`src/rtl/gbfp_pkg.sv`:
```
// Shared types and constants of the binary frame parser.
`timescale 1ns / 1ps
`default_nettype none

package gbfp_pkg;

  // Parser phase, one per byte position of a frame
  typedef enum logic [3:0] {
    PH_SYNC1   = 4'd0,
    PH_SYNC2   = 4'd1,
    PH_CLASS   = 4'd2,
    PH_ID      = 4'd3,
    PH_LEN1    = 4'd4,
    PH_LEN2    = 4'd5,
    PH_PAYLOAD = 4'd6,
    PH_CKA     = 4'd7,
    PH_CKB     = 4'd8
  } phase_e;

  // Frame framing and message codes
  localparam logic [7:0]  SYNC1_BYTE  = 8'hB5;
  localparam logic [7:0]  SYNC2_BYTE  = 8'h62;
  localparam logic [7:0]  CLASS_NAV   = 8'h01;
  localparam logic [7:0]  ID_NAV_PVT  = 8'h07;
  localparam logic [7:0]  ID_NAV_DOP  = 8'h04;
  localparam logic [15:0] PVT_MIN_LEN = 16'd92;
  localparam logic [15:0] DOP_MIN_LEN = 16'd18;
  localparam logic [7:0]  FIX_TYPE_3D = 8'd3;

  // Payload byte offsets of the decoded fields
  localparam logic [15:0] OFF_YEAR    = 16'd4;
  localparam logic [15:0] OFF_MONTH   = 16'd6;
  localparam logic [15:0] OFF_DAY     = 16'd7;
  localparam logic [15:0] OFF_HOUR    = 16'd8;
  localparam logic [15:0] OFF_MINUTE  = 16'd9;
  localparam logic [15:0] OFF_SECOND  = 16'd10;
  localparam logic [15:0] OFF_HDOP    = 16'd12;
  localparam logic [15:0] OFF_FIXTYPE = 16'd20;
  localparam logic [15:0] OFF_FLAGS   = 16'd21;
  localparam logic [15:0] OFF_NUMSV   = 16'd23;
  localparam logic [15:0] OFF_LON     = 16'd24;
  localparam logic [15:0] OFF_LAT     = 16'd28;
  localparam logic [15:0] OFF_HMSL    = 16'd36;
  localparam logic [15:0] OFF_GSPEED  = 16'd60;
  localparam logic [15:0] OFF_HEADING = 16'd64;

  // Payload byte write, from the frame tracker to the field store
  typedef struct packed {
    logic        we;
    logic [15:0] index;
    logic [7:0]  data;
  } cap_t;

  // Good frame report, valid for one accepted byte
  typedef struct packed {
    logic       valid;
    logic       pvt;
    logic       dop;
    logic [7:0] cls;
    logic [7:0] id;
  } frame_done_t;

  // Stored navigation fields
  typedef struct packed {
    logic [55:0]        utc;
    logic               has_fix;
    logic [7:0]         fix_type;
    logic [7:0]         sat_count;
    logic signed [31:0] latitude;
    logic signed [31:0] longitude;
    logic signed [31:0] height_mm;
    logic [31:0]        ground_speed;
    logic signed [31:0] heading;
    logic [15:0]        hdop;
  } nav_t;

endpackage

`default_nettype wire

```
`src/rtl/gnss_binary_frame_parser.sv`:
```
// Top level of the binary frame parser: stream ports, result register, checks.
//
// Usage: feed received serial bytes on the s_axis channel, one request per byte;
// tdata carries the byte and a clear-fix flag that drops the pending new-fix flag
// before that byte is parsed. Each frame with a good checksum produces one
// result request on m_axis: class and id of the frame plus the stored
// navigation fields after the frame is decoded. Oversized frames, broken sync
// and bad checksums produce nothing.
// Throughput: one byte per cycle while s_axis_tready is high. The result appears in
// the cycle after the second checksum byte is accepted and stays until m_axis_tready is high.
// Stall: while a result waits, bytes keep flowing; only the second checksum byte
// of the next frame is held off (s_axis_tready low) until the result is taken,
// since the single result register is the one place a result can wait.
// Reset: rst_ni low returns to the sync hunt, clears every stored field, the
// new-fix flag and any pending result. No clearing sweep follows reset.
`timescale 1ns / 1ps
`default_nettype none

module gnss_binary_frame_parser #(
  parameter int PAYLOAD_BYTES = 128
) (
  input  wire          clk_i,
  input  wire          rst_ni,
  input  wire          s_axis_tvalid,
  output logic         s_axis_tready,
  input  wire  [15:0]  s_axis_tdata,   // rx_byte[7:0], clear_fix[8], zero[15:9]
  output logic         m_axis_tvalid,
  input  wire          m_axis_tready,
  // class_and_id[15:0], fix_ready[16], has_fix[17], fix_type[25:18],
  // sat_count[33:26], utc_packed[89:34], latitude[121:90], longitude[153:122],
  // height_mm[185:154], ground_speed[217:186], heading[249:218],
  // hdop[265:250], zero[271:266]
  output logic [271:0] m_axis_tdata
);

  gbfp_pkg::phase_e      phase;
  gbfp_pkg::cap_t        cap;
  gbfp_pkg::frame_done_t done;
  gbfp_pkg::nav_t        nav;

  logic        in_acc;
  logic        fix_ready_next;
  logic        out_valid_q, out_valid_d;
  logic [15:0] class_id_q;
  logic        fix_ready_q;

  // Stall only the final checksum byte while a result still waits
  assign s_axis_tready = !out_valid_q || m_axis_tready || (phase != gbfp_pkg::PH_CKB);
  assign in_acc        = s_axis_tvalid && s_axis_tready;

  gbfp_frame_fsm #(
    .PAYLOAD_BYTES(PAYLOAD_BYTES)
  ) u_frame_fsm (
    .clk_i     (clk_i),
    .rst_ni    (rst_ni),
    .accept_i  (in_acc),
    .rx_byte_i (s_axis_tdata[7:0]),
    .phase_o   (phase),
    .cap_o     (cap),
    .done_o    (done)
  );

  gbfp_field_store u_field_store (
    .clk_i       (clk_i),
    .rst_ni      (rst_ni),
    .accept_i    (in_acc),
    .clear_fix_i (s_axis_tdata[8]),
    .cap_i       (cap),
    .done_i      (done),
    .nav_o       (nav),
    .fix_ready_o (fix_ready_next)
  );

  // Load a result on a good frame, drop it once taken
  always_comb begin
    out_valid_d = out_valid_q;
    if (m_axis_tready) out_valid_d = 1'b0;
    if (done.valid) out_valid_d = 1'b1;
  end

  always_ff @(posedge clk_i or negedge rst_ni) begin
    if (!rst_ni) begin
      out_valid_q <= 1'b0;
    end else begin
      out_valid_q <= out_valid_d;
    end
  end

  // Hold the fields that move on before the result is taken
  always_ff @(posedge clk_i) begin
    if (done.valid) begin
      class_id_q  <= {done.cls, done.id};
      fix_ready_q <= fix_ready_next;
    end
  end

  // Stored fields change only when a new result is loaded
  assign m_axis_tvalid = out_valid_q;
  assign m_axis_tdata  = {6'd0, nav.hdop, nav.heading, nav.ground_speed, nav.height_mm,
                          nav.longitude, nav.latitude, nav.utc, nav.sat_count,
                          nav.fix_type, nav.has_fix, fix_ready_q, class_id_q};

`ifndef SYNTHESIS
  a_no_overwrite: assert property (@(posedge clk_i) disable iff (!rst_ni)
    done.valid |-> (!out_valid_q || m_axis_tready))
    else $error("good frame while result register is occupied");

  a_stall_only_ckb: assert property (@(posedge clk_i) disable iff (!rst_ni)
    !s_axis_tready |-> (phase == gbfp_pkg::PH_CKB) && out_valid_q)
    else $error("input stalled outside the final checksum byte");

  a_result_source: assert property (@(posedge clk_i) disable iff (!rst_ni)
    $rose(out_valid_q) |-> $past(in_acc && (phase == gbfp_pkg::PH_CKB)))
    else $error("result raised without an accepted checksum byte");

  a_pvt_sets_fix: assert property (@(posedge clk_i) disable iff (!rst_ni)
    (done.valid && done.pvt) |=> fix_ready_q && out_valid_q)
    else $error("decoded PVT frame did not report a new fix");
`endif

endmodule

`default_nettype wire

```
`src/rtl/gbfp_frame_fsm.sv`:
```
// Frame tracker: sync hunt, header, length, payload count and Fletcher check.
`timescale 1ns / 1ps
`default_nettype none

module gbfp_frame_fsm #(
  parameter int PAYLOAD_BYTES = 128
) (
  input  wire                        clk_i,
  input  wire                        rst_ni,
  input  wire                        accept_i,
  input  wire  [7:0]                 rx_byte_i,
  output gbfp_pkg::phase_e           phase_o,
  output gbfp_pkg::cap_t             cap_o,
  output gbfp_pkg::frame_done_t      done_o
);

  localparam int CW = $clog2(PAYLOAD_BYTES + 1);

  gbfp_pkg::phase_e phase_q, phase_d;
  logic [7:0]       class_q, class_d;
  logic [7:0]       id_q, id_d;
  logic [15:0]      len_q, len_d;
  logic [CW-1:0]    count_q, count_d;
  logic [7:0]       sum_a_q, sum_a_d;
  logic [7:0]       sum_b_q, sum_b_d;

  logic [7:0]    sum_a_n;
  logic [7:0]    sum_b_n;
  logic [15:0]   len_full;
  logic [CW-1:0] count_inc;

  assign sum_a_n   = sum_a_q + rx_byte_i;
  assign sum_b_n   = sum_b_q + sum_a_n;
  assign len_full  = {rx_byte_i, len_q[7:0]};
  assign count_inc = count_q + 1'b1;

  // Advance the phase on each accepted byte
  always_comb begin
    phase_d = phase_q;
    if (accept_i) begin
      case (phase_q)
        gbfp_pkg::PH_SYNC1: begin
          if (rx_byte_i == gbfp_pkg::SYNC1_BYTE) phase_d = gbfp_pkg::PH_SYNC2;
        end
        gbfp_pkg::PH_SYNC2: begin
          phase_d = (rx_byte_i == gbfp_pkg::SYNC2_BYTE) ? gbfp_pkg::PH_CLASS
                                                         : gbfp_pkg::PH_SYNC1;
        end
        gbfp_pkg::PH_CLASS: phase_d = gbfp_pkg::PH_ID;
        gbfp_pkg::PH_ID:    phase_d = gbfp_pkg::PH_LEN1;
        gbfp_pkg::PH_LEN1:  phase_d = gbfp_pkg::PH_LEN2;
        gbfp_pkg::PH_LEN2: begin
          if (len_full > 16'(PAYLOAD_BYTES)) begin
            phase_d = gbfp_pkg::PH_SYNC1;
          end else if (len_full == 16'd0) begin
            phase_d = gbfp_pkg::PH_CKA;
          end else begin
            phase_d = gbfp_pkg::PH_PAYLOAD;
          end
        end
        gbfp_pkg::PH_PAYLOAD: begin
          if (16'(count_inc) >= len_q) phase_d = gbfp_pkg::PH_CKA;
        end
        gbfp_pkg::PH_CKA: begin
          phase_d = (rx_byte_i == sum_a_q) ? gbfp_pkg::PH_CKB : gbfp_pkg::PH_SYNC1;
        end
        gbfp_pkg::PH_CKB: phase_d = gbfp_pkg::PH_SYNC1;
        default:          phase_d = gbfp_pkg::PH_SYNC1;
      endcase
    end
  end

  // Update header fields, count and sums; report payload writes and good frames
  always_comb begin
    class_d      = class_q;
    id_d         = id_q;
    len_d        = len_q;
    count_d      = count_q;
    sum_a_d      = sum_a_q;
    sum_b_d      = sum_b_q;
    cap_o.we     = 1'b0;
    cap_o.index  = 16'(count_q);
    cap_o.data   = rx_byte_i;
    done_o.valid = 1'b0;
    done_o.cls   = class_q;
    done_o.id    = id_q;
    done_o.pvt   = (class_q == gbfp_pkg::CLASS_NAV) && (id_q == gbfp_pkg::ID_NAV_PVT) &&
                   (len_q >= gbfp_pkg::PVT_MIN_LEN);
    done_o.dop   = (class_q == gbfp_pkg::CLASS_NAV) && (id_q == gbfp_pkg::ID_NAV_DOP) &&
                   (len_q >= gbfp_pkg::DOP_MIN_LEN);
    if (accept_i) begin
      case (phase_q)
        gbfp_pkg::PH_SYNC1: begin
          if (rx_byte_i == gbfp_pkg::SYNC1_BYTE) begin
            class_d = '0;
            id_d    = '0;
            len_d   = '0;
            count_d = '0;
            sum_a_d = '0;
            sum_b_d = '0;
          end
        end
        gbfp_pkg::PH_CLASS: begin
          class_d = rx_byte_i;
          sum_a_d = sum_a_n;
          sum_b_d = sum_b_n;
        end
        gbfp_pkg::PH_ID: begin
          id_d    = rx_byte_i;
          sum_a_d = sum_a_n;
          sum_b_d = sum_b_n;
        end
        gbfp_pkg::PH_LEN1: begin
          len_d   = {8'd0, rx_byte_i};
          sum_a_d = sum_a_n;
          sum_b_d = sum_b_n;
        end
        gbfp_pkg::PH_LEN2: begin
          len_d   = len_full;
          count_d = '0;
          sum_a_d = sum_a_n;
          sum_b_d = sum_b_n;
        end
        gbfp_pkg::PH_PAYLOAD: begin
          cap_o.we = 1'b1;
          count_d  = count_inc;
          sum_a_d  = sum_a_n;
          sum_b_d  = sum_b_n;
        end
        gbfp_pkg::PH_CKB: begin
          done_o.valid = (rx_byte_i == sum_b_q);
        end
        default: begin
          // sync check and first checksum byte only move the phase
        end
      endcase
    end
  end

  // Hold parser state
  always_ff @(posedge clk_i or negedge rst_ni) begin
    if (!rst_ni) begin
      phase_q <= gbfp_pkg::PH_SYNC1;
      class_q <= '0;
      id_q    <= '0;
      len_q   <= '0;
      count_q <= '0;
      sum_a_q <= '0;
      sum_b_q <= '0;
    end else begin
      phase_q <= phase_d;
      class_q <= class_d;
      id_q    <= id_d;
      len_q   <= len_d;
      count_q <= count_d;
      sum_a_q <= sum_a_d;
      sum_b_q <= sum_b_d;
    end
  end

  assign phase_o = phase_q;

endmodule

`default_nettype wire

```
`src/rtl/gbfp_field_store.sv`:
```
// Field store: captures payload bytes at field offsets, commits on good PVT/DOP frames.
`timescale 1ns / 1ps
`default_nettype none

module gbfp_field_store (
  input  wire                         clk_i,
  input  wire                         rst_ni,
  input  wire                         accept_i,
  input  wire                         clear_fix_i,
  input  gbfp_pkg::cap_t              cap_i,
  input  gbfp_pkg::frame_done_t       done_i,
  output gbfp_pkg::nav_t              nav_o,
  output logic                        fix_ready_o
);

  // Payload bytes of the current frame, taken at their offsets
  logic [15:0] year_q, year_d;
  logic [7:0]  month_q, month_d;
  logic [7:0]  day_q, day_d;
  logic [7:0]  hour_q, hour_d;
  logic [7:0]  minute_q, minute_d;
  logic [7:0]  second_q, second_d;
  logic [15:0] hdop_sh_q, hdop_sh_d;
  logic [7:0]  fix_type_sh_q, fix_type_sh_d;
  logic        fix_ok_sh_q, fix_ok_sh_d;
  logic [7:0]  numsv_q, numsv_d;
  logic [31:0] lon_sh_q, lon_sh_d;
  logic [31:0] lat_sh_q, lat_sh_d;
  logic [31:0] hmsl_sh_q, hmsl_sh_d;
  logic [31:0] gspeed_sh_q, gspeed_sh_d;
  logic [31:0] heading_sh_q, heading_sh_d;

  // Committed fields
  logic [55:0] utc_q;
  logic [7:0]  fix_type_q;
  logic [7:0]  sat_count_q;
  logic        fix_ok_q;
  logic [31:0] lat_q;
  logic [31:0] lon_q;
  logic [31:0] hmsl_q;
  logic [31:0] gspeed_q;
  logic [31:0] heading_q;
  logic [15:0] hdop_q;
  logic        pending_q, pending_d;

  // Pick payload bytes by offset
  always_comb begin
    year_d        = year_q;
    month_d       = month_q;
    day_d         = day_q;
    hour_d        = hour_q;
    minute_d      = minute_q;
    second_d      = second_q;
    hdop_sh_d     = hdop_sh_q;
    fix_type_sh_d = fix_type_sh_q;
    fix_ok_sh_d   = fix_ok_sh_q;
    numsv_d       = numsv_q;
    lon_sh_d      = lon_sh_q;
    lat_sh_d      = lat_sh_q;
    hmsl_sh_d     = hmsl_sh_q;
    gspeed_sh_d   = gspeed_sh_q;
    heading_sh_d  = heading_sh_q;
    if (cap_i.we) begin
      if (cap_i.index == gbfp_pkg::OFF_MONTH)   month_d       = cap_i.data;
      if (cap_i.index == gbfp_pkg::OFF_DAY)     day_d         = cap_i.data;
      if (cap_i.index == gbfp_pkg::OFF_HOUR)    hour_d        = cap_i.data;
      if (cap_i.index == gbfp_pkg::OFF_MINUTE)  minute_d      = cap_i.data;
      if (cap_i.index == gbfp_pkg::OFF_SECOND)  second_d      = cap_i.data;
      if (cap_i.index == gbfp_pkg::OFF_FIXTYPE) fix_type_sh_d = cap_i.data;
      if (cap_i.index == gbfp_pkg::OFF_FLAGS)   fix_ok_sh_d   = cap_i.data[0];
      if (cap_i.index == gbfp_pkg::OFF_NUMSV)   numsv_d       = cap_i.data;
      for (int i = 0; i < 2; i++) begin
        if (cap_i.index == gbfp_pkg::OFF_YEAR + 16'(i)) year_d[8*i +: 8]    = cap_i.data;
        if (cap_i.index == gbfp_pkg::OFF_HDOP + 16'(i)) hdop_sh_d[8*i +: 8] = cap_i.data;
      end
      for (int i = 0; i < 4; i++) begin
        if (cap_i.index == gbfp_pkg::OFF_LON + 16'(i))    lon_sh_d[8*i +: 8]    = cap_i.data;
        if (cap_i.index == gbfp_pkg::OFF_LAT + 16'(i))    lat_sh_d[8*i +: 8]    = cap_i.data;
        if (cap_i.index == gbfp_pkg::OFF_HMSL + 16'(i))   hmsl_sh_d[8*i +: 8]   = cap_i.data;
        if (cap_i.index == gbfp_pkg::OFF_GSPEED + 16'(i)) gspeed_sh_d[8*i +: 8] = cap_i.data;
        if (cap_i.index == gbfp_pkg::OFF_HEADING + 16'(i)) begin
          heading_sh_d[8*i +: 8] = cap_i.data;
        end
      end
    end
  end

  // Capture registers need no reset
  always_ff @(posedge clk_i) begin
    year_q        <= year_d;
    month_q       <= month_d;
    day_q         <= day_d;
    hour_q        <= hour_d;
    minute_q      <= minute_d;
    second_q      <= second_d;
    hdop_sh_q     <= hdop_sh_d;
    fix_type_sh_q <= fix_type_sh_d;
    fix_ok_sh_q   <= fix_ok_sh_d;
    numsv_q       <= numsv_d;
    lon_sh_q      <= lon_sh_d;
    lat_sh_q      <= lat_sh_d;
    hmsl_sh_q     <= hmsl_sh_d;
    gspeed_sh_q   <= gspeed_sh_d;
    heading_sh_q  <= heading_sh_d;
  end

  // Drop the new-fix flag on request, raise it on a decoded PVT frame
  always_comb begin
    pending_d = pending_q;
    if (accept_i && clear_fix_i) pending_d = 1'b0;
    if (done_i.valid && done_i.pvt) pending_d = 1'b1;
  end

  // Commit fields of a good NAV-PVT or NAV-DOP frame
  always_ff @(posedge clk_i or negedge rst_ni) begin
    if (!rst_ni) begin
      utc_q       <= '0;
      fix_type_q  <= '0;
      sat_count_q <= '0;
      fix_ok_q    <= 1'b0;
      lat_q       <= '0;
      lon_q       <= '0;
      hmsl_q      <= '0;
      gspeed_q    <= '0;
      heading_q   <= '0;
      hdop_q      <= '0;
      pending_q   <= 1'b0;
    end else begin
      pending_q <= pending_d;
      if (done_i.valid && done_i.pvt) begin
        utc_q       <= {year_q, month_q, day_q, hour_q, minute_q, second_q};
        fix_type_q  <= fix_type_sh_q;
        sat_count_q <= numsv_q;
        fix_ok_q    <= fix_ok_sh_q;
        lat_q       <= lat_sh_q;
        lon_q       <= lon_sh_q;
        hmsl_q      <= hmsl_sh_q;
        gspeed_q    <= gspeed_sh_q;
        heading_q   <= heading_sh_q;
      end else if (done_i.valid && done_i.dop) begin
        hdop_q <= hdop_sh_q;
      end
    end
  end

  assign nav_o.utc          = utc_q;
  assign nav_o.has_fix      = fix_ok_q && (fix_type_q >= gbfp_pkg::FIX_TYPE_3D);
  assign nav_o.fix_type     = fix_type_q;
  assign nav_o.sat_count    = sat_count_q;
  assign nav_o.latitude     = lat_q;
  assign nav_o.longitude    = lon_q;
  assign nav_o.height_mm    = hmsl_q;
  assign nav_o.ground_speed = gspeed_q;
  assign nav_o.heading      = heading_q;
  assign nav_o.hdop         = hdop_q;
  assign fix_ready_o        = pending_d;

endmodule

`default_nettype wire

```
`config.mk`:
```
export PLATFORM = sky130hd
export DESIGN_NAME = gnss_binary_frame_parser
export DESIGN_NICKNAME = d
export VERILOG_FILES = /design/src/rtl/gbfp_pkg.sv /design/src/rtl/gnss_binary_frame_parser.sv /design/src/rtl/gbfp_frame_fsm.sv /design/src/rtl/gbfp_field_store.sv
export SDC_FILE = /design/constraint.sdc
export NUM_CORES = 1
export LEC_CHECK = 0
export BUFFER_PORTS_ARGS = -buffer_cell sky130_fd_sc_hd__buf_2
export CAP_MARGIN = 10
export CORE_MARGIN = 5
export CORE_UTILIZATION = 41
export DETAILED_ROUTE_END_ITERATION = 16
export GPL_TIMING_DRIVEN = 0
export PLACE_DENSITY_LB_ADDON = 0.05
export SLEW_MARGIN = 10
export SYNTH_ARGS = -nofsm -noshare
export SYNTH_HDL_FRONTEND = slang
export SYNTH_SLANG_ARGS = --single-unit
```
`constraint.sdc`:
```
create_clock -name clk_i -period 4.1 [get_ports clk_i]
set_clock_uncertainty 0.2 [all_clocks]
set_input_delay 0.205 -clock clk_i [delete_from_list [all_inputs] [get_ports clk_i]]
set_output_delay 0.205 -clock clk_i [all_outputs]
set_load 0.02 [all_outputs]
```
==> qor.yml, run 1 <==
met2_usage_pct: 30.7
netlist_top_cells_count: "dfrtp_1, edfxtp_1, mux2_2"
viasPerCell: 5.00
report.final.slew_viol_count: 0
startpoint_type: "input pin"
synthAdderAreaFrac_pct: 1.72
cts-root-buf: "clkbuf_16"
grt_use_total_pct: 18.3
rows: 83
drt_iter0_drc: 589
antenna_left: 0
crit_type: "input pin to flop"
layout-drive-gt1-share_pct: 36.5
grt_pass1_wl_microns: 78800
post_drt_wl_per_cell_microns: 22.2
critical_path_buf_inv_count: 4
placed_area_sq_um: 23700
synth_top_area_share_pct: 37.6
nNetsFinal: 1674
synth_flop_cell: "dfrtp_1"
vias: 11774
worstSkewPairLatency_ns: 0.61
yosys.cell_count.top_type: "dfrtp_1"
grt-busiest-layer: "met2"
fin_area_sq_um: 26000
synthDistinctLibCells: 55
slowest_delay_ns: 0.84
worst_pin_slew_ns: 1.14
gp_congestion: 0.793
cts_tree: "built"
antenna_found_initial: 0
place_hpwl_microns: 33500
hold_class: "input pin to flop"
postCtsSetupBuffers: 0
power.total_uw: 13500
rsz0062_at_grt: "no"
core_sq_um: 51300
crit_required_ns: 4.39
power.density_nw_per_um2: 518
use_met3_pct: 3.89
crit_fanout: 33
hold_viol_final: 0
synth_mux_area_share_pct: 13.2
synth-seq-cells: 577
grt.overflow.total: 0
diodes: 0
ys_warn_count: 0
crit_top_cell: "buf_2"
slew_headroom_pct: 23.8
dr.pass1.iters: 4
use_met1_pct: 24.8
synthSimpleGateAreaFrac_pct: 4.38
cts.sinks: 577
cp_slowest_cell: "buf_2"
synth_area_leaders: "edfxtp_1, dfrtp_1, mux2_2"
start_util_pct: 41.5
p_leak_uw: 0.0119
dp_slack_ns: -0.675
synth_top_family_by_area: "multiplexers"
max-cap-violations: 0
syn_to_final_growth_pct: 22.1
synth_area_sq_um: 21300
synth_compound_area_share_pct: 3.45
finalWorstSetupSlack_ns: 0.232
synth-edff-count: 266
cts_max_level: 2
die-width_microns: 238
vdd_drop_max_v: 0.000383
critPathCaptureType: "flop"
period_minus_slack_ns: 3.87
status: "finished, final reports clean"
period_share_pct: 94.3
grt_pass1_vias: 12339
yosysSeqAreaShare_pct: 74.2
io_pins: 294
nFillCells: 4351
grt_max_degree: 92
synth_xor_area_share_pct: 1.03
synthArstFlopShare_pct: 53.9
drc: 0
cts_buffers: 59
numPortBuffers: 280
syn_inst: 1260
setup_viol: 0
drt-total-wl_microns: 52300
fmax_ghz: 0.259
cts_max_path_buffers: 3
dieArea_sq_um: 56500
syn_area_per_cell_sq_um: 16.9
cp.arrival_ns: 4.16
crit_family: "buffers and inverters"
synth_top_area_cell: "edfxtp_1"
clkTransAtPathRegs_ns: 0.06
die_h_microns: 238
critical_path.cell_chain: "buf_2, clkbuf_1, xnor2_1, nand2_1, nor4_1, nand4_1, a211oi_4, buf_2, buf_4, mux2_1"
## cells by family after synthesis
family,count (synthesis)
AO/OA/AOI/OAI,106
buffers and inverters,86
multiplexers,250
XOR/XNOR,25
AND/OR/NAND/NOR,187
other,1
adder cells (fa/ha/maj),28
flip-flops,577
## state kept, by name (all words and copies together), names as in the netlist, 16 cells and up
register and cells:
u_field_store.lat_q 32, u_field_store.heading_q 32, u_field_store.lat_sh_q 32, u_frame_fsm.len_q 16, u_field_store.hdop_sh_q 16, u_field_store.lon_q 32
u_field_store.utc_q 56, u_field_store.hmsl_q 32, u_field_store.hdop_q 16, class_id_q 16, u_field_store.heading_sh_q 32, u_field_store.gspeed_sh_q 32
u_field_store.gspeed_q 32, u_field_store.lon_sh_q 32, u_field_store.year_q 16, u_field_store.hmsl_sh_q 32
## stage by stage
stage               setup TNS, ns  cells  util, %  hold slack, ns
floorplan                       0   1265        -          -0.291
finish                          0   2356     50.6           0.112
global route                    0   2356     50.6           0.114
global placement         -1397.81   2225     45.9           0.242
detailed placement        -136.02   2233     46.2         -0.0150
CTS                             0   2356     50.6           0.127
## path summary, 6_finish.rpt
| path | cells past startpoint | startpoint | to | slack [ns] |
|---|---|---|---|---|
| worst max-delay path | 10 | s_axis_tdata[2] | u_field_store.gspeed_q[28] | 0.23 |
| worst min-delay path | 1 | s_axis_tdata[5] | u_field_store.hour_q[5] | 0.11 |
| worst max register to register | 9 | u_frame_fsm.phase_o[1] | u_field_store.gspeed_q[28] | 0.43 |
| worst min register to register | 1 | u_field_store.gspeed_sh_q[8] | u_field_store.gspeed_q[8] | 0.26 |
| max in group asynchronous | 5 | rst_ni | u_field_store.utc_q[20] | 2.28 |
| min in group asynchronous | 4 | rst_ni | u_field_store.gspeed_q[16] | 0.53 |
## where the power goes
group          internal (uW)  switching (uW)
Combinational            568             903
Clock                   3400            2250
Sequential              6210             123
Total                  10200            3280
## routing by layer
layer	share of wire, %	vias up
met3	4.8	64
met4	1.7	0
met2	49	232
met5	0	-
li1	-	5345
met1	44	6133
## what timing repair did
item,4_1_cts,5_1_grt
hold buffers,12,0
hold endpoints to repair,325,0
gates resized for setup,1,2
setup endpoints to repair,1,59
cloned,0,0
## placed cells by master (no fill, tap or decap), types with 22 or more instances in the layout
| master | netlist | routed |
|---|---|---|
| buf_2 | 8 | 283 |
| buf_4 | 26 | 32 |
| clkbuf_1 | 22 | 33 |
| clkbuf_16 | 0 | 61 |
| dfrtp_1 | 311 | 311 |
| edfxtp_1 | 266 | 266 |
| ha_1 | 26 | 26 |
| inv_1 | 30 | 30 |
| mux2_1 | 69 | 69 |
| mux2_2 | 180 | 180 |
| nand2_1 | 64 | 64 |
| nand3_1 | 22 | 22 |
| nor2_1 | 34 | 34 |
| o21ai_0 | 38 | 38 |
## cell type report
class / count / area, sq um / share of cell area (%)
Buffer: 56 / 318 / 1.22
Inverter: 30 / 113 / 0.434
Timing Repair Buffer: 300 / 1720 / 6.62
Multi-Input combinational cell: 602 / 5130 / 19.7
Sequential cell: 577 / 15800 / 60.7
Clock buffer: 85 / 1750 / 6.73
Tap cell: 680 / 851 / 3.28
Clock inverter: 26 / 328 / 1.26
(Power assumes the default switching activity.)
==> inputs of run 2 (changes only) <==
--- a/config.mk
+++ b/config.mk
@@ -7,7 +7,7 @@
 export LEC_CHECK = 0
 export BUFFER_PORTS_ARGS = -buffer_cell sky130_fd_sc_hd__buf_2
 export CAP_MARGIN = 10
-export CORE_MARGIN = 5
+export CORE_MARGIN = 2
 export CORE_UTILIZATION = 41
 export DETAILED_ROUTE_END_ITERATION = 16
 export GPL_TIMING_DRIVEN = 0
==> constraint.sdc (replaced) <==
create_clock -name clk_i -period 4.4 [get_ports clk_i]
set_clock_uncertainty 0.2 [all_clocks]
set_input_delay 0.22 -clock clk_i [delete_from_list [all_inputs] [get_ports clk_i]]
set_output_delay 0.22 -clock clk_i [all_outputs]
set_load 0.02 [all_outputs]
==> run 2 against run 1 <==
Effect of this change:
- clock power down 12%
- critical path depth unchanged
- final area down 1.0%
- sequential share of layout area up 0.62 points
- worst hold slack worse by 0.079 ns
- utilization down 0.51 points
- critical path type unchanged
- die area down 5.0%
- sequential power down 6.8%
- via count down 0.94%
- count of clock-buffer cells in the layout up 7
- critical endpoint is now u_field_store.gspeed_q[12]
==> qor.yml, run 2 (synthesis results as in run 1) <==
status: "finished, final reports clean"
cts_resized: 0
cts_max_level: 2
grt_use_total_pct: 19.2
dp_slack_ns: -0.432
vdd_drop_max_v: 0.000311
grt_max_degree: 101
rsz0062_at_grt: "no"
hold_viol_final: 0
setup_viol: 0
cts-root-buf: "clkbuf_16"
io_pins: 294
cp_slowest_cell: "buf_2"
diodes: 0
cts.sinks: 577
final_common_cell: "dfrtp_1"
fmax_ghz: 0.246
rows: 83
largest_reg_flops: 56
cts_max_path_buffers: 3
crit_type: "input pin to flop"
fin_tns_setup_ns: 0
die-width_microns: 232
vias: 11663
antenna_found_initial: 0
start_util_pct: 41.5
gp_congestion: 0.759
period_minus_slack_ns: 4.06
grt.overflow.total: 0
numPortBuffers: 280
hold_buffers: 7
report.final.slew_viol_count: 0
regMostFlops: "u_field_store.utc_q"
crit_required_ns: 4.68
crit_family: "buffers and inverters"
drc: 0
die_h_microns: 232
dieArea_sq_um: 53700
postCtsSetupBuffers: 0
max-cap-violations: 0
grt_pass1_vias: 11953
hold_class: "input pin to asynchronous set/reset pin"
grt_pass1_wl_microns: 76900
critical_path.cell_chain: "buf_2, clkbuf_1, xnor2_1, nand3_1, nor4_1, nand4_1, a211oi_4, buf_2, buf_4, mux2_1"
syn_to_final_growth_pct: 20.9
mostFrequentLayoutCells: "dfrtp_1, buf_2, edfxtp_1, mux2_2, mux2_1"
antenna_left: 0
core_sq_um: 51300
power.total_uw: 12200
power.density_nw_per_um2: 475
nNetsFinal: 1667
layout-drive-gt1-share_pct: 35.9
placed_cells: 2231
critPathCaptureType: "flop"
post_drt_wl_per_cell_microns: 22.0
place_hpwl_microns: 32400
period_share_pct: 92.4
final_cells: 2349
finalWorstSetupSlack_ns: 0.336
drt-total-wl_microns: 51600
p_leak_uw: 0.0118
nFillCells: 4467
slew_headroom_pct: 21.5
cts_buffers: 59
critical_path_buf_inv_count: 4
cp.arrival_ns: 4.34
hold_slack_ns: 0.0330
crit_fanout: 33
drt_iter0_drc: 539
viasPerCell: 4.97
dr.pass1.iters: 4
regArea_sq_um: 15800
multi_input_area_sq_um: 5130
cts_tree: "built"
slowest_delay_ns: 0.83
startpoint_type: "input pin"
crit_top_cell: "buf_2"
worstSkewPairLatency_ns: 0.61
clkTransAtPathRegs_ns: 0.06
worst_pin_slew_ns: 1.18
==> run 2: cell count changes in the layout (fill, tap and decap cells not counted), moves of 3 or more <==
cell,before,now
clkbuf_1,33,45
clkbuf_8,13,8
bufinv_16,7,4
clkinv_1,7,4
dlygate4sd3_1,9,6
==> run 2: stage by stage <==
stage	utilization (%)	area, sq um
finish	50.1	25700
CTS	50.1	25700
detailed placement	46.2	23700
global route	50.1	25700
floorplan	-	21300
global placement	45.9	23500
==> run 2: layer usage <==
metal  share of wire [%]  vias to the layer above  global-route usage [%]
met3                 4.8                       61                    4.22
met4                 1.5                        0                    4.11
met1                  46                     6053                    26.7
met2                  48                      220                    31.2
met5                   0                        -                       0
li1                    -                     5329                       -
==> run 2: tightest hold or removal path, delay by kind of cell <==
kind | cells | cell delay, ns
buf+inv | 3 | 0.99
==> run 2: layout make-up <==
type                       instances  area share [%]
clock inverter                    19           0.769
buffer                            56            1.24
clock buffer                      92            6.70
timing repair buffer             293            6.27
inverter                          30           0.438
multi-input combinational        602            19.9
sequential                       577            61.3
tap                              680            3.31
==> run 2: path summary, 6_finish.rpt <==
check | start | endpoint | slack, ns | cells past startpoint
max | s_axis_tdata[6] | u_field_store.gspeed_q[12] | 0.34 | 10
min | rst_ni | u_field_store.gspeed_q[16] | 0.03 | 3
max reg2reg | u_frame_fsm.phase_o[1] | u_field_store.gspeed_q[12] | 0.65 | 9
min reg2reg | u_field_store.lat_sh_q[0] | u_field_store.lat_q[0] | 0.26 | 1
max in group asynchronous | rst_ni | u_field_store.utc_q[11] | 3.13 | 4
min in group clk_i | s_axis_tdata[3] | u_frame_fsm.len_q[3] | 0.03 | 3
==> run 2: report_power, final <==
group | leakage [uW] | internal, uW | switching (uW)
Sequential | 0.00666 | 5790 | 114
Combinational | 0.00416 | 521 | 845
Clock | 0.000931 | 2910 | 2040
